--- src/sv/emp_pkg.sv ---
// Shared types, codes and constants for the energy meter poll and decode block.
// Used by the front, queue, back and top-level modules; no dependencies.
package emp_pkg;

  // Query codes
  localparam logic [2:0] Q_VOLTAGE = 3'd0;
  localparam logic [2:0] Q_CURRENT = 3'd1;
  localparam logic [2:0] Q_POWER   = 3'd2;
  localparam logic [2:0] Q_ENERGY  = 3'd3;
  localparam logic [2:0] Q_NONE    = 3'd4;

  // Reply status codes
  localparam logic [1:0] ST_OK       = 2'd0;
  localparam logic [1:0] ST_BAD      = 2'd1;
  localparam logic [1:0] ST_RANGE    = 2'd2;
  localparam logic [1:0] ST_NO_QUERY = 2'd3;

  // Input command codes
  localparam logic CMD_TICK = 1'b0;
  localparam logic CMD_RX   = 1'b1;

  // Output kind codes
  localparam logic KIND_REQ   = 1'b0;
  localparam logic KIND_REPLY = 1'b1;

  // Configuration register indexes
  localparam logic [2:0] CFG_ENABLED   = 3'd0;
  localparam logic [2:0] CFG_ADDRESS   = 3'd1;
  localparam logic [2:0] CFG_VOLT_LIM  = 3'd2;
  localparam logic [2:0] CFG_CURR_LIM  = 3'd3;
  localparam logic [2:0] CFG_POWER_LIM = 3'd4;

  // Frame header bases; the low two bits carry the query
  localparam logic [7:0] REQ_BASE  = 8'hB0;
  localparam logic [7:0] RESP_BASE = 8'hA0;

  localparam int POLL_CYCLE_DEF = 120;
  localparam int QUEUE_DEPTH    = 2;
  localparam int FRAME_BYTES    = 6;

  localparam logic [31:0] ADDR_RST      = 32'hC0A80101;
  localparam logic [19:0] VOLT_LIM_RST  = 20'd4000;
  localparam logic [22:0] CURR_LIM_RST  = 23'd10000;
  localparam logic [15:0] POWER_LIM_RST = 16'd25000;

  typedef struct packed {
    logic        enabled;
    logic [31:0] address;
    logic [19:0] volt_lim;
    logic [22:0] curr_lim;
    logic [15:0] power_lim;
  } emp_cfg_t;

  // One queued operation: a request to send, or a complete reply frame
  typedef struct packed {
    logic                        is_frame;
    logic [2:0]                  query;
    logic [FRAME_BYTES-1:0][7:0] frame;
    logic [7:0]                  sum_byte;
  } emp_op_t;

endpackage

--- src/sv/emp_front.sv ---
// Front end: accepts input beats, runs the poll schedule and assembles reply frames.
// Depends on emp_pkg; pushes emp_op_t entries into the operation queue.
module emp_front #(
  parameter int POLL_CYCLE = emp_pkg::POLL_CYCLE_DEF
) (
  input  logic             clk,
  input  logic             rst_n,
  input  logic             in_tvalid,
  output logic             in_tready,
  input  logic [7:0]       in_tdata,
  input  logic             in_tuser,
  input  logic             enabled,
  input  logic             q_full,
  output logic             q_push,
  output emp_pkg::emp_op_t q_data
);
  import emp_pkg::*;

  localparam int STEP_W = $clog2(POLL_CYCLE + 1);
  localparam logic [STEP_W-1:0] STEP_LAST = STEP_W'(POLL_CYCLE);
  localparam logic [STEP_W-1:0] STEP_ONE  = STEP_W'(1);

  logic [STEP_W-1:0]           step_r, step_nxt;
  logic [2:0]                  pend_r, pend_nxt;
  logic [2:0]                  idx_r, idx_nxt;
  logic [FRAME_BYTES-1:0][7:0] frame_r;
  logic                        accept;
  logic [2:0]                  pick;

  assign in_tready = !q_full;
  assign accept    = in_tvalid && in_tready;

  always_comb begin
    if (step_r == STEP_LAST) begin
      pick = Q_ENERGY;
    end else if (step_r[1:0] != 2'd0) begin
      pick = Q_CURRENT;
    end else if (step_r[2]) begin
      pick = Q_VOLTAGE;
    end else begin
      pick = Q_POWER;
    end
  end

  always_comb begin
    step_nxt = step_r;
    pend_nxt = pend_r;
    idx_nxt  = idx_r;
    q_push   = 1'b0;
    q_data   = '{is_frame: 1'b0, query: pick, frame: frame_r, sum_byte: in_tdata};
    if (accept) begin
      if (in_tuser == CMD_TICK) begin
        if (enabled && pend_r == Q_NONE) begin
          q_push   = 1'b1;
          pend_nxt = pick;
          step_nxt = (step_r == STEP_LAST) ? STEP_ONE : step_r + STEP_ONE;
        end
      end else if (idx_r < 3'(FRAME_BYTES)) begin
        idx_nxt = idx_r + 3'd1;
      end else begin
        q_push          = 1'b1;
        q_data.is_frame = 1'b1;
        q_data.query    = pend_r;
        pend_nxt        = Q_NONE;
        idx_nxt         = 3'd0;
      end
    end
  end

  always_ff @(posedge clk) begin
    if (!rst_n) begin
      step_r <= STEP_ONE;
      pend_r <= Q_NONE;
      idx_r  <= 3'd0;
    end else begin
      step_r <= step_nxt;
      pend_r <= pend_nxt;
      idx_r  <= idx_nxt;
    end
  end

  // Frame bytes need no reset: all six are written before a frame is queued
  always_ff @(posedge clk) begin
    if (accept && in_tuser == CMD_RX && idx_r < 3'(FRAME_BYTES)) begin
      frame_r[idx_r] <= in_tdata;
    end
  end

endmodule

--- src/sv/emp_queue.sv ---
// Short operation queue between the front end and the back end.
// Depends on emp_pkg for the entry type and depth.
module emp_queue (
  input  logic             clk,
  input  logic             rst_n,
  input  logic             push,
  input  emp_pkg::emp_op_t push_data,
  input  logic             pop,
  output logic             full,
  output logic             empty,
  output emp_pkg::emp_op_t head
);
  import emp_pkg::*;

  localparam int PTR_W = $clog2(QUEUE_DEPTH);
  localparam int CNT_W = $clog2(QUEUE_DEPTH + 1);

  emp_op_t            mem_r [QUEUE_DEPTH];
  logic [PTR_W-1:0]   wr_r, rd_r;
  logic [CNT_W-1:0]   cnt_r;

  assign full  = cnt_r == CNT_W'(QUEUE_DEPTH);
  assign empty = cnt_r == '0;
  assign head  = mem_r[rd_r];

  always_ff @(posedge clk) begin
    if (!rst_n) begin
      wr_r  <= '0;
      rd_r  <= '0;
      cnt_r <= '0;
    end else begin
      if (push) begin
        wr_r <= (wr_r == PTR_W'(QUEUE_DEPTH - 1)) ? '0 : wr_r + PTR_W'(1);
      end
      if (pop) begin
        rd_r <= (rd_r == PTR_W'(QUEUE_DEPTH - 1)) ? '0 : rd_r + PTR_W'(1);
      end
      if (push && !pop) begin
        cnt_r <= cnt_r + CNT_W'(1);
      end else if (pop && !push) begin
        cnt_r <= cnt_r - CNT_W'(1);
      end
    end
  end

  always_ff @(posedge clk) begin
    if (push) begin
      mem_r[wr_r] <= push_data;
    end
  end

endmodule

--- src/sv/emp_back.sv ---
// Back end: sends request bytes, checks and decodes reply frames, keeps the readings.
// Depends on emp_pkg; drives the output register of the result channel.
module emp_back (
  input  logic              clk,
  input  logic              rst_n,
  input  emp_pkg::emp_cfg_t cfg,
  input  logic              q_empty,
  input  emp_pkg::emp_op_t  q_head,
  output logic              q_pop,
  output logic              out_tvalid,
  input  logic              out_tready,
  output logic [95:0]       out_tdata,
  output logic              out_tlast,
  output logic              out_tuser
);
  import emp_pkg::*;

  localparam logic [1:0] B_IDLE = 2'd0;
  localparam logic [1:0] B_REQ  = 2'd1;
  localparam logic [1:0] B_DEC  = 2'd2;

  logic [1:0]  state_r, state_nxt;
  logic [2:0]  cnt_r;
  logic [2:0]  qry_r;
  logic [23:0] val_r;
  logic        bad_r;
  logic        out_free;

  logic        out_valid_r, out_kind_r, out_last_r;
  logic [7:0]  out_byte_r;
  logic [2:0]  out_qty_r;
  logic [1:0]  out_status_r;
  logic [19:0] volt_r;
  logic [22:0] curr_r;
  logic [15:0] power_r;
  logic [23:0] energy_r;

  logic [7:0]  req_sum, req_byte, hdr_exp, rx_sum;
  logic [15:0] base;
  logic [23:0] val_dec;
  logic        bad_dec, in_range;
  logic [23:0] lim_sel;

  assign out_free = !out_valid_r || out_tready;

  // Request frame: code, four address bytes, zero byte, byte sum
  assign req_sum = (REQ_BASE | {6'd0, qry_r[1:0]}) + cfg.address[31:24]
                 + cfg.address[23:16] + cfg.address[15:8] + cfg.address[7:0];

  always_comb begin
    unique case (cnt_r)
      3'd0:    req_byte = REQ_BASE | {6'd0, qry_r[1:0]};
      3'd1:    req_byte = cfg.address[31:24];
      3'd2:    req_byte = cfg.address[23:16];
      3'd3:    req_byte = cfg.address[15:8];
      3'd4:    req_byte = cfg.address[7:0];
      3'd5:    req_byte = 8'd0;
      3'd6:    req_byte = req_sum;
      default: req_byte = 8'd0;
    endcase
  end

  // Reply decode, first step: header, sum and fixed-point value
  assign hdr_exp = RESP_BASE | {6'd0, q_head.query[1:0]};
  assign rx_sum  = q_head.frame[0] + q_head.frame[1] + q_head.frame[2]
                 + q_head.frame[3] + q_head.frame[4] + q_head.frame[5];
  assign bad_dec = (q_head.frame[0] != hdr_exp) || (rx_sum != q_head.sum_byte);
  assign base    = {q_head.frame[1], q_head.frame[2]};

  always_comb begin
    case (q_head.query)
      Q_VOLTAGE: val_dec = 24'(base * 20'd10) + {16'd0, q_head.frame[3]};
      Q_CURRENT: val_dec = 24'(base * 23'd100) + {16'd0, q_head.frame[3]};
      Q_POWER:   val_dec = {8'd0, base};
      default:   val_dec = {base, q_head.frame[3]};
    endcase
  end

  // Second step: zero and limit check
  always_comb begin
    case (qry_r)
      Q_VOLTAGE: lim_sel = {4'd0, cfg.volt_lim};
      Q_CURRENT: lim_sel = {1'd0, cfg.curr_lim};
      Q_POWER:   lim_sel = {8'd0, cfg.power_lim};
      default:   lim_sel = 24'hFFFFFF;
    endcase
  end
  assign in_range = (val_r != 24'd0) && (val_r <= lim_sel);

  always_comb begin
    state_nxt = state_r;
    q_pop     = 1'b0;
    unique case (state_r)
      B_IDLE: begin
        if (!q_empty) begin
          q_pop     = 1'b1;
          state_nxt = q_head.is_frame ? B_DEC : B_REQ;
        end
      end
      B_REQ: begin
        if (out_free && cnt_r == 3'd6) begin
          state_nxt = B_IDLE;
        end
      end
      B_DEC: begin
        if (out_free) begin
          state_nxt = B_IDLE;
        end
      end
      default: state_nxt = B_IDLE;
    endcase
  end

  always_ff @(posedge clk) begin
    if (!rst_n) begin
      state_r     <= B_IDLE;
      out_valid_r <= 1'b0;
      volt_r      <= '0;
      curr_r      <= '0;
      power_r     <= '0;
      energy_r    <= '0;
    end else begin
      state_r <= state_nxt;
      if ((state_r == B_REQ || state_r == B_DEC) && out_free) begin
        out_valid_r <= 1'b1;
      end else if (out_tready) begin
        out_valid_r <= 1'b0;
      end
      if (state_r == B_DEC && out_free && qry_r != Q_NONE && !bad_r && in_range) begin
        case (qry_r)
          Q_VOLTAGE: volt_r   <= val_r[19:0];
          Q_CURRENT: curr_r   <= val_r[22:0];
          Q_POWER:   power_r  <= val_r[15:0];
          default:   energy_r <= val_r;
        endcase
      end
    end
  end

  always_ff @(posedge clk) begin
    if (state_r == B_IDLE && !q_empty) begin
      qry_r <= q_head.query;
      cnt_r <= 3'd0;
      val_r <= val_dec;
      bad_r <= bad_dec;
    end
    if (state_r == B_REQ && out_free) begin
      cnt_r        <= cnt_r + 3'd1;
      out_kind_r   <= KIND_REQ;
      out_byte_r   <= req_byte;
      out_last_r   <= cnt_r == 3'd6;
      out_qty_r    <= qry_r;
      out_status_r <= ST_OK;
    end
    if (state_r == B_DEC && out_free) begin
      out_kind_r <= KIND_REPLY;
      out_byte_r <= 8'd0;
      out_last_r <= 1'b0;
      if (qry_r == Q_NONE) begin
        out_qty_r    <= Q_NONE;
        out_status_r <= ST_NO_QUERY;
      end else begin
        out_qty_r    <= qry_r;
        out_status_r <= bad_r ? ST_BAD : (in_range ? ST_OK : ST_RANGE);
      end
    end
  end

  // Readings are live: they change only when a new beat loads the output register
  assign out_tvalid = out_valid_r;
  assign out_tlast  = out_last_r;
  assign out_tuser  = out_kind_r;
  assign out_tdata  = {energy_r, power_r, curr_r, volt_r, out_status_r, out_qty_r, out_byte_r};

endmodule

--- src/sv/energy_meter_poll_and_decode.sv ---
// Energy meter poll and decode block: configuration registers and module wiring.
// Depends on emp_pkg, emp_front, emp_queue and emp_back.
//
// Usage:
//   in_*  : input stream. in_tuser is the command (0 poll tick, 1 received byte),
//           in_tdata the received byte. A tick, when enabled and no query is
//           pending, produces a 7-byte request; each 7th received byte closes a
//           reply frame and produces one result beat.
//   out_* : result stream. out_tuser is the kind (0 request byte, 1 reply),
//           out_tlast marks the final request byte, out_tdata carries the byte,
//           query, status and the four stored readings.
//   cfg_* : register writes by index, always ready; write only while idle.
// Throughput: an input beat per cycle while the two-entry queue has room. The
// back end takes one queue entry at a time, then sends its request bytes one by
// one or checks and decodes its reply; a stalled receiver holds it in either.
// A tick passes through the queue, the back end state and the output register
// to the first request byte; the seventh byte of a reply takes the same path.
// Reset: registers return to defaults, poll step 1, no query pending, readings 0.
// A stalled receiver holds the output register; the queue then fills and
// in_tready drops, while dropped ticks and frame bytes still flow until full.
module energy_meter_poll_and_decode #(
  parameter int POLL_CYCLE = emp_pkg::POLL_CYCLE_DEF
) (
  input  logic        clk,
  input  logic        rst_n,
  input  logic        in_tvalid,
  output logic        in_tready,
  input  logic [7:0]  in_tdata,   // [7:0] rx_byte
  input  logic        in_tuser,   // [0] command
  output logic        out_tvalid,
  input  logic        out_tready,
  // [7:0] tx_byte, [10:8] quantity, [12:11] status, [32:13] voltage_tenths,
  // [55:33] current_hundredths, [71:56] power_watts, [95:72] energy_wh
  output logic [95:0] out_tdata,
  output logic        out_tlast,  // last
  output logic        out_tuser,  // [0] kind
  input  logic        cfg_valid,
  output logic        cfg_ready,
  input  logic [2:0]  cfg_index,
  input  logic [31:0] cfg_data
);
  import emp_pkg::*;

  emp_cfg_t cfg_r;
  emp_op_t  push_data, head;
  logic     q_push, q_pop, q_full, q_empty;

  assign cfg_ready = 1'b1;

  always_ff @(posedge clk) begin
    if (!rst_n) begin
      cfg_r <= '{enabled: 1'b1, address: ADDR_RST, volt_lim: VOLT_LIM_RST,
                 curr_lim: CURR_LIM_RST, power_lim: POWER_LIM_RST};
    end else if (cfg_valid) begin
      unique case (cfg_index)
        CFG_ENABLED:   cfg_r.enabled   <= cfg_data[0];
        CFG_ADDRESS:   cfg_r.address   <= cfg_data;
        CFG_VOLT_LIM:  cfg_r.volt_lim  <= cfg_data[19:0];
        CFG_CURR_LIM:  cfg_r.curr_lim  <= cfg_data[22:0];
        CFG_POWER_LIM: cfg_r.power_lim <= cfg_data[15:0];
        default: ;
      endcase
    end
  end

  emp_front #(
    .POLL_CYCLE(POLL_CYCLE)
  ) u_front (
    .clk       (clk),
    .rst_n     (rst_n),
    .in_tvalid (in_tvalid),
    .in_tready (in_tready),
    .in_tdata  (in_tdata),
    .in_tuser  (in_tuser),
    .enabled   (cfg_r.enabled),
    .q_full    (q_full),
    .q_push    (q_push),
    .q_data    (push_data)
  );

  emp_queue u_queue (
    .clk       (clk),
    .rst_n     (rst_n),
    .push      (q_push),
    .push_data (push_data),
    .pop       (q_pop),
    .full      (q_full),
    .empty     (q_empty),
    .head      (head)
  );

  emp_back u_back (
    .clk        (clk),
    .rst_n      (rst_n),
    .cfg        (cfg_r),
    .q_empty    (q_empty),
    .q_head     (head),
    .q_pop      (q_pop),
    .out_tvalid (out_tvalid),
    .out_tready (out_tready),
    .out_tdata  (out_tdata),
    .out_tlast  (out_tlast),
    .out_tuser  (out_tuser)
  );

endmodule

--- config.mk ---
export PLATFORM = sky130hd
export DESIGN_NAME = energy_meter_poll_and_decode
export DESIGN_NICKNAME = d
export VERILOG_FILES = /design/src/sv/emp_pkg.sv /design/src/sv/emp_front.sv /design/src/sv/emp_queue.sv /design/src/sv/emp_back.sv /design/src/sv/energy_meter_poll_and_decode.sv
export SDC_FILE = /design/constraint.sdc
export NUM_CORES = 1
export LEC_CHECK = 0
export BUFFER_PORTS_ARGS = -buffer_cell sky130_fd_sc_hd__buf_4
export CAP_MARGIN = 20
export CORE_MARGIN = 4
export CORE_UTILIZATION = 45
export CTS_BUF_LIST = sky130_fd_sc_hd__clkbuf_8
export CTS_CLUSTER_SIZE = 10
export DETAILED_ROUTE_END_ITERATION = 16
export SLEW_MARGIN = 20
export SYNTH_ARGS = -nofsm -noshare
export SYNTH_HDL_FRONTEND = slang
export SYNTH_SLANG_ARGS = --single-unit
--- constraint.sdc ---
create_clock -name clk -period 15.28 [get_ports clk]
set_input_delay 0 -clock clk [delete_from_list [all_inputs] [get_ports clk]]
set_output_delay 0 -clock clk [all_outputs]
set_load 0.02 [all_outputs]
# Word-level counts from Yosys, hierarchy flattened
# Memory sizes are Yosys's and may differ from the RTL's. A register that Yosys moved wholly into a read port is not among the register bits.
# Index checks and enable logic that the tools add are counted.
# Widths: inputs -> output; s select.
word_totals:
  romBits: 0
  latchBits: 0
  wordCells: 185
  reg_bits: 289
  output_inout_bits: 101
  n_memories: 1
  mem_bits_rw: 120
  input_bits: 49
mem_list:
  columns: ["memory", "depth", "word_bits", "rd", "rd_ports_with_merged_regs", "write_ports", "line", "rtl"]
  rows:
  - ["u_queue.mem_r", 2, 60, 1, 1, 1, "emp_queue.sv:18", "emp_op_t mem_r [QUEUE_DEPTH];"]
op_classes:
  n_mul: 2
  n_mux: 48
  n_eq_ne: 26
  reduce_logical: 52
  bitwise_logic: 2
  n_lt_le_gt_ge: 4
  shifts: 0
  add_sub_neg: 18
  div_mod_pow: 0
op_table:
  columns: ["operator", "count"]
  rows:
  - ["$pmux 24 s3", 2]
  - ["$add 8x8->8", 9]
  - ["$bwmux 48", 1]
  - ["$pmux 8 s6", 1]
  - ["$mux 3", 11]
  - ["$add 23x8->24", 1]
  - ["$demux 8 s3", 1]
  - ["$le 24x24->1", 1]
  - ["$mux 2", 12]
  - ["$reduce_bool 24->1", 1]
  - ["$add 20x8->21", 1]
  - ["$mul 16x5->21 const B", 1]
  - ["$reduce_and 2->1", 10]
  - ["$mul 16x3->19 const B", 1]
  - ["$eq 3x2->1 const B", 6]
  - ["$logic_and 1x1->1", 16]
  - ["$ne 8x8->1", 2]
  - ["$eq 3x3->1 const B", 5]
  - ["$mux 1", 14]
  - ["$eq 3x1->1 const B", 4]
  - ["$logic_not 3->1", 4]
  - ["$mux 4", 3]
  - ["$reduce_bool 2->1", 6]
  - ["$reduce_and 3->1", 3]
  - ["22 further kinds", 36]

# Longest topological paths before layout
# Gate-level depths: netlist of the first run.
logic_depth:
  ltp_word: 9
  ltp_mapped: 23
  ltp_nobuf: 17

# Cells and area by module
# From an unflattened synthesis of the first run, not the netlist that was laid out.
unflattened:
  cells_unflattened: 2033
  area_unflattened_um2: 22320.2
by_module_without_submodules:
  columns: ["mod", "area_each_um2", "cells_per_inst", "instances"]
  rows:
  - ["emp_back", 11812.6, 1320, 1]
  - ["emp_queue", 4533.1, 209, 1]
  - ["energy_meter_poll_and_decode", 3672.3, 357, 1]
  - ["emp_front", 2302.2, 147, 1]

# Worst setup path before layout of the first run
# OpenSTA, ideal clock, no wires.
synth_timing:
  path_type: "register -> register"
  from: "register with a tool-made name"
  to: "register u_back.bad_r, data pin"
  n_path_buf: 6
  slack_ns: 9.877
  setup_time_ns: 0.267
  stages_incl_launch_ff: 18
  period_less_slack_ns: 5.403
  required_time_ns: 15.013
  t_arrival_ns: 5.135
  cell_sequence: "dfxtp_1 -> buf_2 -> buf_2 -> buf_2 -> buf_2 -> buf_2 -> buf_2 -> mux2i_1 -> fa_1 -> fa_1 -> fa_1 -> inv_1 -> ha_1 -> fa_1 -> xnor2_1 -> or4b_2 -> nor3_1 -> nand4_1"
synth_lines:
  columns: ["element", "line", "rtl"]
  rows:
  - ["end signal, assigned", "emp_back.sv:145", "bad_r <= bad_dec;"]
  - ["end, declared", "emp_back.sv:26", "logic bad_r;"]

==> out/qor.csv, run 1 <==
stage,metric,value,unit
synth,Synth Warn #,0,
pwr,Logic pwr share,59.7,%
finish,diodes inserted,0,
pwr,switching share of power,44.36,%
clock_tree,Clock transition at path regs,60,ps
finish,"most common cell after layout, fill and taps aside",nand2_1,
routing,met3 wire len,2599,um
worst_setup_path,Critical Path Source Type,flop,
worst_setup_path,Setup CP Type,reg2reg,
synth,sequential share of the synthesized area,46.47,%
grt,first-pass GRT wire length,92960,um
pwr,Power Total,5.855,mW
synth,number of synthesized flops with an enable pin,204,
finish,final net count,2589,
routing,DRT met1 WL,26440,um
worst_setup_path,Worst R2R Path Depth,18,
clock_tree,CTS Buffer Depth,3,
clock_tree,PostCTS Resize Cnt,0,
synth,Post-Synth Adder-Cell Area,13.48,%
worst_setup_path,Worst Setup EP,u_back.val_r[19],
pwr,Clk pwr share,16.5,%
floorplanning,# IOs,150,
pwr,switching power,2.597,mW
placement,PortBufs,148,
routing,vias,16310,
synth,mapped cell area,22060,um2
worst_setup_path,Worst Path Required,15650,ps
routing,DRC viols,0,
floorplanning,Die Span X,229.4,um
timing,unrepaired setup endpoints after global routing,no,
worst_setup_path,FF-to-FF setup slack,9400,ps
worst_setup_path,"slowest stage delay, CP",730,ps
finish,layout cells sized above 1,13.21,%
grt,initial antenna violation count,0,
routing,initial drt markers,1168,
grt,grt total ovfl,0,
synth,Post-Synth Simple-Gate Area,13.72,%
clock_tree,Setup Buffers After CTS,0,
finish,area delta synth->final,16.51,%
routing,Via density,5.423,
worst_setup_path,Critical Path AT,6250,ps
finish,post-route cell area,25700,um2
routing,total wire length,58800,um
grt,number of global-route vias before repair,16580,
synth,multiplexer area fraction after synthesis,7.312,%
grt,Tot GR Track Use,22.11,%
clock_tree,TritonCTS buffer count,73,
synth,Synth Register Bits,410,
timing,Final Cycle Share,38.45,%
routing,Wirelength per Cell,19.56,um
timing,Final Skew,26.69,ps
clock_tree,CTS Root Cell,clkbuf_8,
min_path,Hold Path Class,in2reg,
routing,metal2 WL,28460,um
grt,largest net degree at the start of global routing,111,
pwr,P_int,3.258,mW
pwr,power density cells,227.8,nW/um2
synth,post-synthesis xor/xnor area fraction,3.568,%
synth,post-synthesis cell type count,86,
worst_setup_path,crit-path max FO,57,
timing,Final Hold Fails,0,
finish,filler cell count,4312,
timing,Setup TNS,0,ps
synth,cells after synthesis,2131,
pwr,maximum VDD drop,0.0001685,V
floorplanning,die height,229.4,um
run_status,outcome,finished clean,
worst_setup_path,Worst setup EP type,flop,
placement,gp weighted congestion,0.8903,
synth,Post-synth ARST share,0,%
floorplanning,Core Area,48050,um2
clock_tree,H-tree Lvls,3,
synth,syn avg cell area,10.35,um2
timing,Max Slew Vio Count,0,
timing,Worst Tran Pin Value,1083,ps
synth,Main synth FF type,dfxtp_1,
floorplanning,Row Count,80,
synth,Compound-Gate Fraction of Synth Area,11.40,%
placement,placed cell areas,23720,um2
finish,Finished Core Util,53.49,%
worst_setup_path,crit path cell chain,"buf_4, mux2i_1, inv_1, ha_1, ha_1, inv_1, fa_1, inv_1, ha_1, o21a_1, o21a_1, a21oi_1, xnor2_1, nand3_1, nor4_1, xor2_1, a22oi_1, o211ai_2",
clock_tree,TritonCTS clock tree,yes,
timing,setup violators final,0,
synth,Syn Nets,2384,
clock_tree,worst skew pair latency,640,ps
finish,most frequent cells in the layout,"nand2_1 (366), dfxtp_1 (205), edfxtp_1 (204)",
clock_tree,CTS sink count,410,
routing,Pre-antenna DRT Iters,5,
timing,Rel. slew slack,27.82,%
floorplanning,Die Area,52620,um2
routing,max layer used,met4,
timing,post-route minimum period,5875,ps
worst_setup_path,"slowest stage cell, crit path",buf_4,
run,Max-cap violations,0,
routing,ANT nets after route,0,
pwr,LEAKAGE,10.33,nW
worst_setup_path,Worst R2R End,u_back.val_r[19],
floorplanning,effective utilization at floorplan,45.91,%
timing,Max Fclk,0.1702,GHz
synth,main combinational cell family by area after synthesis,simple AND/OR/NAND/NOR gates,
placement,hpwl dp,41590,um
pwr,Reg power frac,23.8,%
[worst min-delay path by stage]
stage / startpoint / endpoint / slack, ps / cells past startpoint
CTS: cfg_data[30] / cfg_r[89] / 110 / 4
floorplan: in_tdata[2] / u_front.q_data[10] / 100 / 0
detailed placement: cfg_data[23] / cfg_r[82] / 220 / 3
finish: cfg_data[8] / cfg_r[24] / 160 / 4
global route: cfg_data[3] / cfg_r[3] / 140 / 4
global placement: cfg_data[31] / cfg_r[90] / 220 / 3
[layout make-up]
cell class                 instances  area [um2]  area share [%]
inverter                         129       484.2           1.884
timing repair buffer             227        1856           7.220
clock buffer                      85        1170           4.552
sequential                       410       10250           39.90
multi-input combinational       1495       10960           42.63
tap                              615       769.5           2.994
clock inverter                    46       211.5          0.8228
[critical path, delay by kind of cell (launching register included)]
kind | cells | cell delay (ps)
AOI/OAI and AO/OA | 5 | 830
DFF | 1 | 380
xor gates and xnor gates | 2 | 520
and+or+nand+nor | 2 | 680
buffers and inverters | 4 | 1110
muxes | 1 | 550
adders and majority gates | 4 | 1520
[state kept, by name, summed over array words and instances, names as in the netlist, 8 cells and up, named ones only]
signal and count:
u_front.q_data 48, u_queue.mem_r 120, u_back.out_byte_r 8, u_back.curr_r 23, u_back.power_r 16, u_back.val_r 24
u_back.energy_r 24, cfg_r 92, u_back.volt_r 20
[through the flow]
stage	cells	worst slack (ps)	hold WS, ps
after floorplan	2131	9877	98.87
after global placement	2817	9505	215.8
after detailed placement	2817	9446	215.5
after CTS	3007	9392	109.0
after global routing	3007	8966	141.1
final	3007	9405	163.7
[Yosys cell counts (18+ instances only)]
cell type	count	area share, %
xor2_1	28	1.1
nor2_1	126	2.1
inv_1	129	2.2
a21boi_0	70	2.4
fa_1	56	5.1
clkbuf_1	76	1.3
ha_1	148	8.4
mux2i_1	142	6.4
edfxtp_1	204	28
o21ai_0	50	1.1
nand3_1	53	1.2
a21o_1	26	0.88
nor2b_1	18	0.51
nand2_1	366	6.2
dfxtp_1	206	19
a21oi_1	84	1.9
xnor2_1	60	2.4
[kinds of logic (layout without fill, tap and decap cells)]
group,Yosys count,after routing
and+or+nand+nor,677,677
DFF,410,410
AOI/OAI and AO/OA,365,365
buffers and inverters,226,487
adders and majority gates,204,204
muxes,159,159
xor gates and xnor gates,89,89
other,1,1
[layer usage]
metal	vias to the layer above	global-route usage (%)
met5	-	0
met2	374	37.52
met1	7951	29.56
met3	93	3.392
met4	0	6.143
li1	7888	-
[power by group through the flow]
stage	clock [mW]	sequential [mW]	combinational, mW
after global routing	1.05	1.40	3.91
after floorplan	0	1.37	2.67
final	0.966	1.39	3.50
after detailed placement	0	1.41	3.45
after CTS	0.998	1.39	3.48
after global placement	0	1.41	3.39
[what timing repair did]
action | 4_1_cts | 5_1_grt
endpoints found under the setup margin | 0 | 0
hold buffers | 59 | 0
endpoints found under the hold margin | 175 | 0
No activity file was read; power rests on OpenSTA's default activity.
==> inputs of run 2 (changes only) <==
==> constraint.sdc (replaced) <==
create_clock -name clk -period 4.9 [get_ports clk]
set_input_delay 0 -clock clk [delete_from_list [all_inputs] [get_ports clk]]
set_output_delay 0 -clock clk [all_outputs]
set_load 0.02 [all_outputs]
==> out/qor.csv, run 2 (same netlist as run 1, synthesis figures left out) <==
stage,metric,value,unit,change
grt,initial antenna violation count,0,,unchanged
finish,Storage cell area,10250,um2,unchanged
worst_setup_path,FF-to-FF setup slack,180,ps,-9220 ps
pwr,Power Total,19.11,mW,+230%
timing,Worst Tran Pin Value,1039,ps,-43.44 ps
placement,hpwl dp,42690,um,+2.7%
timing,post-route minimum period,4718,ps,-1157 ps
floorplanning,Core Area,48050,um2,unchanged
routing,initial drt markers,1068,,-8.6%
placement,placed cell areas,24110,um2,+1.6%
worst_setup_path,worst path bufs/invs,4,,unchanged
grt,Tot GR Track Use,21.96,%,-0.15 points
timing,unrepaired setup endpoints after global routing,yes,,
worst_setup_path,"slowest stage delay, CP",640,ps,-90 ps
floorplanning,# IOs,150,,unchanged
run,Max-cap violations,0,,unchanged
timing,Max Fclk,0.2119,GHz,+25%
clock_tree,CTS Root Cell,clkbuf_8,,
finish,most frequent cells in the layout,"nand2_1 (366), buf_4 (212), dfxtp_1 (205)",,
clock_tree,Clock transition at path regs,60,ps,about the same
clock_tree,TritonCTS buffer count,70,,-4.1%
timing,Final Hold Fails,0,,unchanged
finish,Largest register FFs,120,,unchanged
worst_setup_path,Worst R2R Path Depth,14,,-4
clock_tree,worst skew pair latency,640,ps,about the same
timing,setup violators final,0,,unchanged
worst_setup_path,Worst Setup EP,u_back.bad_r,,
floorplanning,effective utilization at floorplan,45.91,%,unchanged
timing,Max Slew Vio Count,0,,unchanged
finish,post-route cell area,26220,um2,+2.0%
finish,layout cells sized above 1,16.17,%,+3.0 points
finish,Multi-input gate area,11110,um2,+1.4%
placement,gp weighted congestion,0.8817,,-0.97%
run_status,outcome,finished clean,,
timing,Setup TNS,0,ps,unchanged
routing,vias,16370,,+0.40%
finish,final net count,2635,,+1.8%
floorplanning,Row Count,80,,unchanged
grt,grt total ovfl,0,,unchanged
routing,total wire length,58370,um,-0.74%
floorplanning,Die Span X,229.4,um,unchanged
grt,first-pass GRT wire length,92120,um,-0.91%
worst_setup_path,Crit path depth,14,,-4
finish,Top reg by flops,u_queue.mem_r,,
clock_tree,CTS Buffer Depth,3,,unchanged
timing,Final Skew,24.72,ps,-1.975 ps
grt,number of global-route vias before repair,16280,,-1.8%
worst_setup_path,Worst setup EP type,flop,,
routing,Wirelength per Cell,19.13,um,-2.2%
finish,"most common cell after layout, fill and taps aside",nand2_1,,
pwr,LEAKAGE,10.57,nW,+2.3%
clock_tree,CTS sink count,410,,unchanged
floorplanning,die height,229.4,um,unchanged
clock_tree,H-tree Lvls,3,,unchanged
grt,largest net degree at the start of global routing,147,,+32%
floorplanning,Die Area,52620,um2,unchanged
finish,diodes inserted,0,,unchanged
clock_tree,TritonCTS clock tree,yes,,
routing,Pre-antenna DRT Iters,5,,unchanged
routing,DRC viols,0,,unchanged
placement,PortBufs,148,,unchanged
worst_setup_path,Worst Path Required,5240,ps,-10410 ps
worst_setup_path,"CP delay by family, top",adder cells,,
worst_setup_path,Critical Path AT,5060,ps,-1190 ps
worst_setup_path,crit-path max FO,11,,-81%
routing,Via density,5.366,,-1.0%
worst_setup_path,Setup CP Type,reg2reg,,
min_path,Hold Path Class,in2reg,,
finish,filler cell count,4198,,-2.6%
pwr,maximum VDD drop,0.0005639,V,+230%
routing,ANT nets after route,0,,unchanged
worst_setup_path,most numerous cell on the critical path,fa_1,,
timing,Final Cycle Share,96.30,%,+58 points
finish,area delta synth->final,18.89,%,
worst_setup_path,crit path cell chain,"buf_2, buf_8, mux2_2, fa_1, inv_1, fa_1, fa_1, inv_1, ha_1, fa_1, xnor2_1, or4b_2, nor3_2, nand4_1",,
timing,Rel. slew slack,30.51,%,+2.7 points
worst_setup_path,Worst R2R End,u_back.bad_r,,
worst_setup_path,Critical Path Source Type,flop,,
worst_setup_path,"slowest stage cell, crit path",or4b_2,,
pwr,power density cells,728.7,nW/um2,+220%
run 2: changes by cell type in the layout (fill, tap and decap cells not counted), sizes merged:
cell         delta
clkbuf          -8
inv             -8
clkinvlp        +1
buf            +50
bufinv          +1
clkinv          +9
dlygate4sd3     -1
run 2: through the flow:
stage	hold slack, ps	cells	utilization [%]	worst slack, ps
global placement	216.7	2858	50.19	238.1
global route	122.4	3051	54.58	-24.98
detailed placement	219.1	2858	50.19	141.1
finish	161.4	3051	54.58	181.5
floorplan	98.87	2131	-	0.4188
CTS	98.73	3042	54.18	128.3
run 2: final cells by class:
class                   count  share of cell area [%]
clock inverters            49                   1.064
flip-flops and latches    410                   39.10
clock buffers              77                   4.041
repair buffers            276                   8.660
inverters                 129                   1.846
multi-input cells        1495                   42.35
well taps                 615                   2.934
run 2: worst min path at each step:
stage | end | cells after the start | start
final | cfg_r[3] | 4 | cfg_data[3]
after global routing | cfg_r[3] | 4 | cfg_data[3]
after CTS | cfg_r[3] | 4 | cfg_data[3]
after detailed placement | cfg_r[90] | 3 | cfg_data[31]
after global placement | cfg_r[90] | 3 | cfg_data[31]
after floorplan | u_front.q_data[10] | 0 | in_tdata[2]
run 2: layer usage:
layer / track usage [%] / part of all wire [%]
met1: 29.27 / 45
met2: 36.23 / 48
met3: 4.374 / 4.4
met4: 6.866 / 2.6
met5: 0 / 0
run 2: tightest hold or removal path, delay by kind of cell:
family	cells	cell delay [ps]
AND/OR/NAND/NOR	2	120
buffers and inverters	2	640
run 2: power breakdown:
part,switching [mW],leakage [nW],internal (mW)
clock,1.39,0.765,1.56
sequential,0.307,3.53,4.02
combinational,6.70,6.27,5.14
run 2: timing repair:
| item | CTS | global route |
|---|---|---|
| endpoints found under the hold margin | 170 | 0 |
| setup buffers | 0 | 8 |
| hold buffers | 58 | 0 |
| resized for setup | 0 | 23 |
| endpoints found under the setup margin | 0 | 10 |
==> inputs of run 3 (changes only) <==
--- a/config.mk
+++ b/config.mk
@@ -15,4 +15,5 @@
 export SLEW_MARGIN = 20
 export SYNTH_ARGS = -nofsm -noshare
 export SYNTH_HDL_FRONTEND = slang
+export SYNTH_HIERARCHICAL = 1
 export SYNTH_SLANG_ARGS = --single-unit
==> constraint.sdc (replaced) <==
create_clock -name clk -period 4.8 [get_ports clk]
set_input_delay 0 -clock clk [delete_from_list [all_inputs] [get_ports clk]]
set_output_delay 0 -clock clk [all_outputs]
set_load 0.02 [all_outputs]
==> out/qor.csv, run 3 <==
stage,metric,value,unit,change
run_status,outcome,finished clean,,
finish,Top reg by flops,u_queue/mem_r,,
pwr,Logic pwr share,60.1,%,-1.8 points
run,Max-cap violations,0,,unchanged
synth,sequential share of the synthesized area,45.92,%,-0.55 points
floorplanning,die height,230.7,um,+0.57%
grt,largest net degree at the start of global routing,142,,-3.4%
worst_setup_path,Worst R2R Path Depth,16,,+2
routing,vias,15750,,-3.8%
finish,Storage cell area,10250,um2,unchanged
pwr,Reg power frac,23.7,%,+1.1 points
timing,post-route minimum period,4614,ps,-104.6 ps
pwr,Clk pwr share,16.2,%,+0.8 points
finish,Largest register FFs,120,,unchanged
worst_setup_path,crit-path max FO,10,,-1
synth,syn avg cell area,10.98,um2,+6.1%
finish,layout cells sized above 1,17.67,%,+1.5 points
timing,Max Fclk,0.2167,GHz,+2.3%
worst_setup_path,Critical Path Source Type,flop,,
synth,Synth Warn #,6,,+6
floorplanning,Die Area,53230,um2,+1.1%
finish,diodes inserted,0,,unchanged
timing,unrepaired setup endpoints after global routing,no,,
floorplanning,effective utilization at floorplan,45.60,%,-0.31 points
worst_setup_path,Critical Path AT,5000,ps,-60 ps
min_path,Hold Path Class,in2reg,,
grt,Tot GR Track Use,21.53,%,-0.43 points
placement,hpwl dp,40820,um,-4.4%
finish,area delta synth->final,18.17,%,
synth,Syn Nets,2287,,-4.1%
pwr,Power Total,18.91,mW,-1.0%
grt,first-pass GRT wire length,90910,um,-1.3%
grt,initial antenna violation count,0,,unchanged
pwr,maximum VDD drop,0.0005441,V,-3.5%
clock_tree,TritonCTS buffer count,73,,+4.3%
routing,Pre-antenna DRT Iters,5,,unchanged
finish,Multi-input gate area,11150,um2,+0.37%
worst_setup_path,Worst Path Required,5190,ps,-50 ps
placement,PortBufs,148,,unchanged
synth,most frequent cell after synthesis,nand2_1,,
min_path,hold path cells,2,,-2
finish,"most common cell after layout, fill and taps aside",nand2_1,,
finish,final net count,2539,,-3.6%
routing,total wire length,57150,um,-2.1%
floorplanning,# IOs,150,,unchanged
synth,Main synth FF type,dfxtp_1,,
pwr,LEAKAGE,11.17,nW,+5.7%
clock_tree,worst skew pair latency,650,ps,about the same
clock_tree,TritonCTS clock tree,yes,,
pwr,switching share of power,42.84,%,-1.1 points
worst_setup_path,Setup CP Type,reg2reg,,
timing,Worst Tran Pin Value,973.7,ps,-65.49 ps
routing,Via density,5.258,,-2.0%
synth,Post-synth ARST share,0,%,unchanged
synth,area share of the largest cell type after synthesis,27.45,%,-0.33 points
routing,Wirelength per Cell,19.08,um,-0.25%
grt,grt total ovfl,0,,unchanged
pwr,P_int,10.81,mW,+0.86%
clock_tree,Clock transition at path regs,60,ps,about the same
synth,post-synthesis cell type count,104,,+21%
synth,synth cell count leaders,"nand2_1 (242), dfxtp_1 (206), edfxtp_1 (204)",,
synth,number of synthesized flops with an enable pin,204,,unchanged
worst_setup_path,Worst setup EP type,flop,,
routing,DRC viols,0,,unchanged
routing,initial drt markers,1033,,-3.3%
timing,Max Slew Vio Count,0,,unchanged
timing,Final Skew,26.84,ps,+2.119 ps
timing,Rel. slew slack,34.80,%,+4.3 points
synth,"top cells by area, synth","edfxtp_1 (27%), dfxtp_1 (18%), mux2i_1 (8.7%)",,
finish,most frequent cells in the layout,"nand2_1 (242), dfxtp_1 (205), edfxtp_1 (204)",,
clock_tree,CTS Root Cell,clkbuf_8,,
timing,Final Hold Fails,0,,unchanged
pwr,power density cells,717.0,nW/um2,-1.6%
finish,Finished Core Util,53.88,%,-0.70 points
timing,setup violators final,0,,unchanged
synth,mapped cell area,22320,um2,+1.2%
floorplanning,Row Count,81,,+1.3%
clock_tree,CTS Buffer Depth,3,,unchanged
finish,filler cell count,4308,,+2.6%
clock_tree,CTS sink count,410,,unchanged
routing,ANT nets after route,0,,unchanged
pwr,switching power,8.102,mW,-3.4%
synth,Synth Register Bits,410,,unchanged
synth,cells after synthesis,2033,,-4.6%
placement,gp weighted congestion,0.8433,,-4.4%
timing,Final Cycle Share,96.12,%,-0.17 points
clock_tree,H-tree Lvls,3,,unchanged
grt,number of global-route vias before repair,16170,,-0.69%
floorplanning,Core Area,48950,um2,+1.9%
synth,post-synth top area cell,edfxtp_1,,
floorplanning,Die Span X,230.7,um,+0.57%
[run 3: changes by cell type after synthesis, sizes merged, moves of 10 or more]
| cell | delta |
|---|---|
| nor2b | +35 |
| and3 | -10 |
| a21boi | -65 |
| nand2 | -123 |
| nor2 | +13 |
| clkbuf | -25 |
| mux2i | +51 |
| nand3 | -30 |
| mux2 | +46 |
| buf | +27 |
| o21ai | -13 |
[run 3: timing repair]
item | in CTS | in global routing
pin swaps | 0 | 2
endpoints found under the setup margin | 2 | 9
hold endpoints to repair | 181 | 0
gates resized for setup | 1 | 16
hold buffers | 77 | 0
setup buffers | 0 | 0
[run 3: path summary, 6_finish.rpt]
path | slack, ps | from | to
min reg2reg | 440 | u_front/q_data[53] | u_queue/mem_r[1][53]
max reg2reg | 190 | flop | u_back/val_r[19]
max | 190 | flop | u_back/val_r[19]
min | 170 | in_tdata[1] | u_front/q_data[9]
[run 3: worst max-delay path: stages (launching register included)]
cell and delay (ps):
dfxtp_4 420, buf_4 170, mux2_2 370, ha_1 310, ha_1 300, ha_1 300
inv_1 60, fa_1 460, nand2b_1 250, a2111oi_2 360, a211oi_2 110, nor3b_2 270
and3b_1 220, and3_1 200, a21bo_2 140, a21oi_1 60, o32a_1 360
[run 3: logic make-up after synthesis]
group | Yosys count | synth area share [%]
muxes | 256 | 11.83
xor gates and xnor gates | 99 | 3.885
adders and majority gates | 206 | 13.42
buffers and inverters | 227 | 4.552
DFF | 410 | 45.92
and+or+nand+nor | 574 | 12.55
other | 1 | 0.01680
AOI/OAI and AO/OA | 260 | 7.826
[run 3: per-layer routing]
metal / GRT usage, % / part of all wire [%] / vias to the layer above
met5: 0 / 0 / -
met4: 5.751 / 2.1 / 0
met3: 3.134 / 4.8 / 87
met2: 36.18 / 48 / 404
met1: 29.34 / 45 / 7625
li1: - / - / 7633
[run 3: power groups by stage]
stage          logic (mW)  registers, mW  clock network (mW)
2_1_floorplan        8.31           4.38                   0
3_3_place_gp         10.9           4.54                   0
3_5_place_dp         11.1           4.56                   0
4_1_cts              11.2           4.49                3.17
5_1_grt              12.7           4.52                3.33
6_report             11.4           4.48                3.06
[run 3: final cells by class]
cell class                 count  area share, %
timing repair buffer         276          8.733
tap                          664          3.150
multi-input combinational   1396          42.27
clock inverter                38         0.8207
clock buffer                  83          4.331
inverter                     128          1.822
sequential                   410          38.88
[run 3: metrics by stage]
stage	setup WS (ps)	TNS, ps	hold slack, ps	instance area, um2	cells
after floorplan	139.0	0	71.83	22320	2033
after detailed placement	-1.702	-1.702	270.4	24160	2796
final	186.1	0	172.4	26380	2995
after global placement	56.44	0	262.3	24130	2794
after global routing	2.907	0	160.1	26380	2995
after CTS	13.84	0	91.14	26300	2994
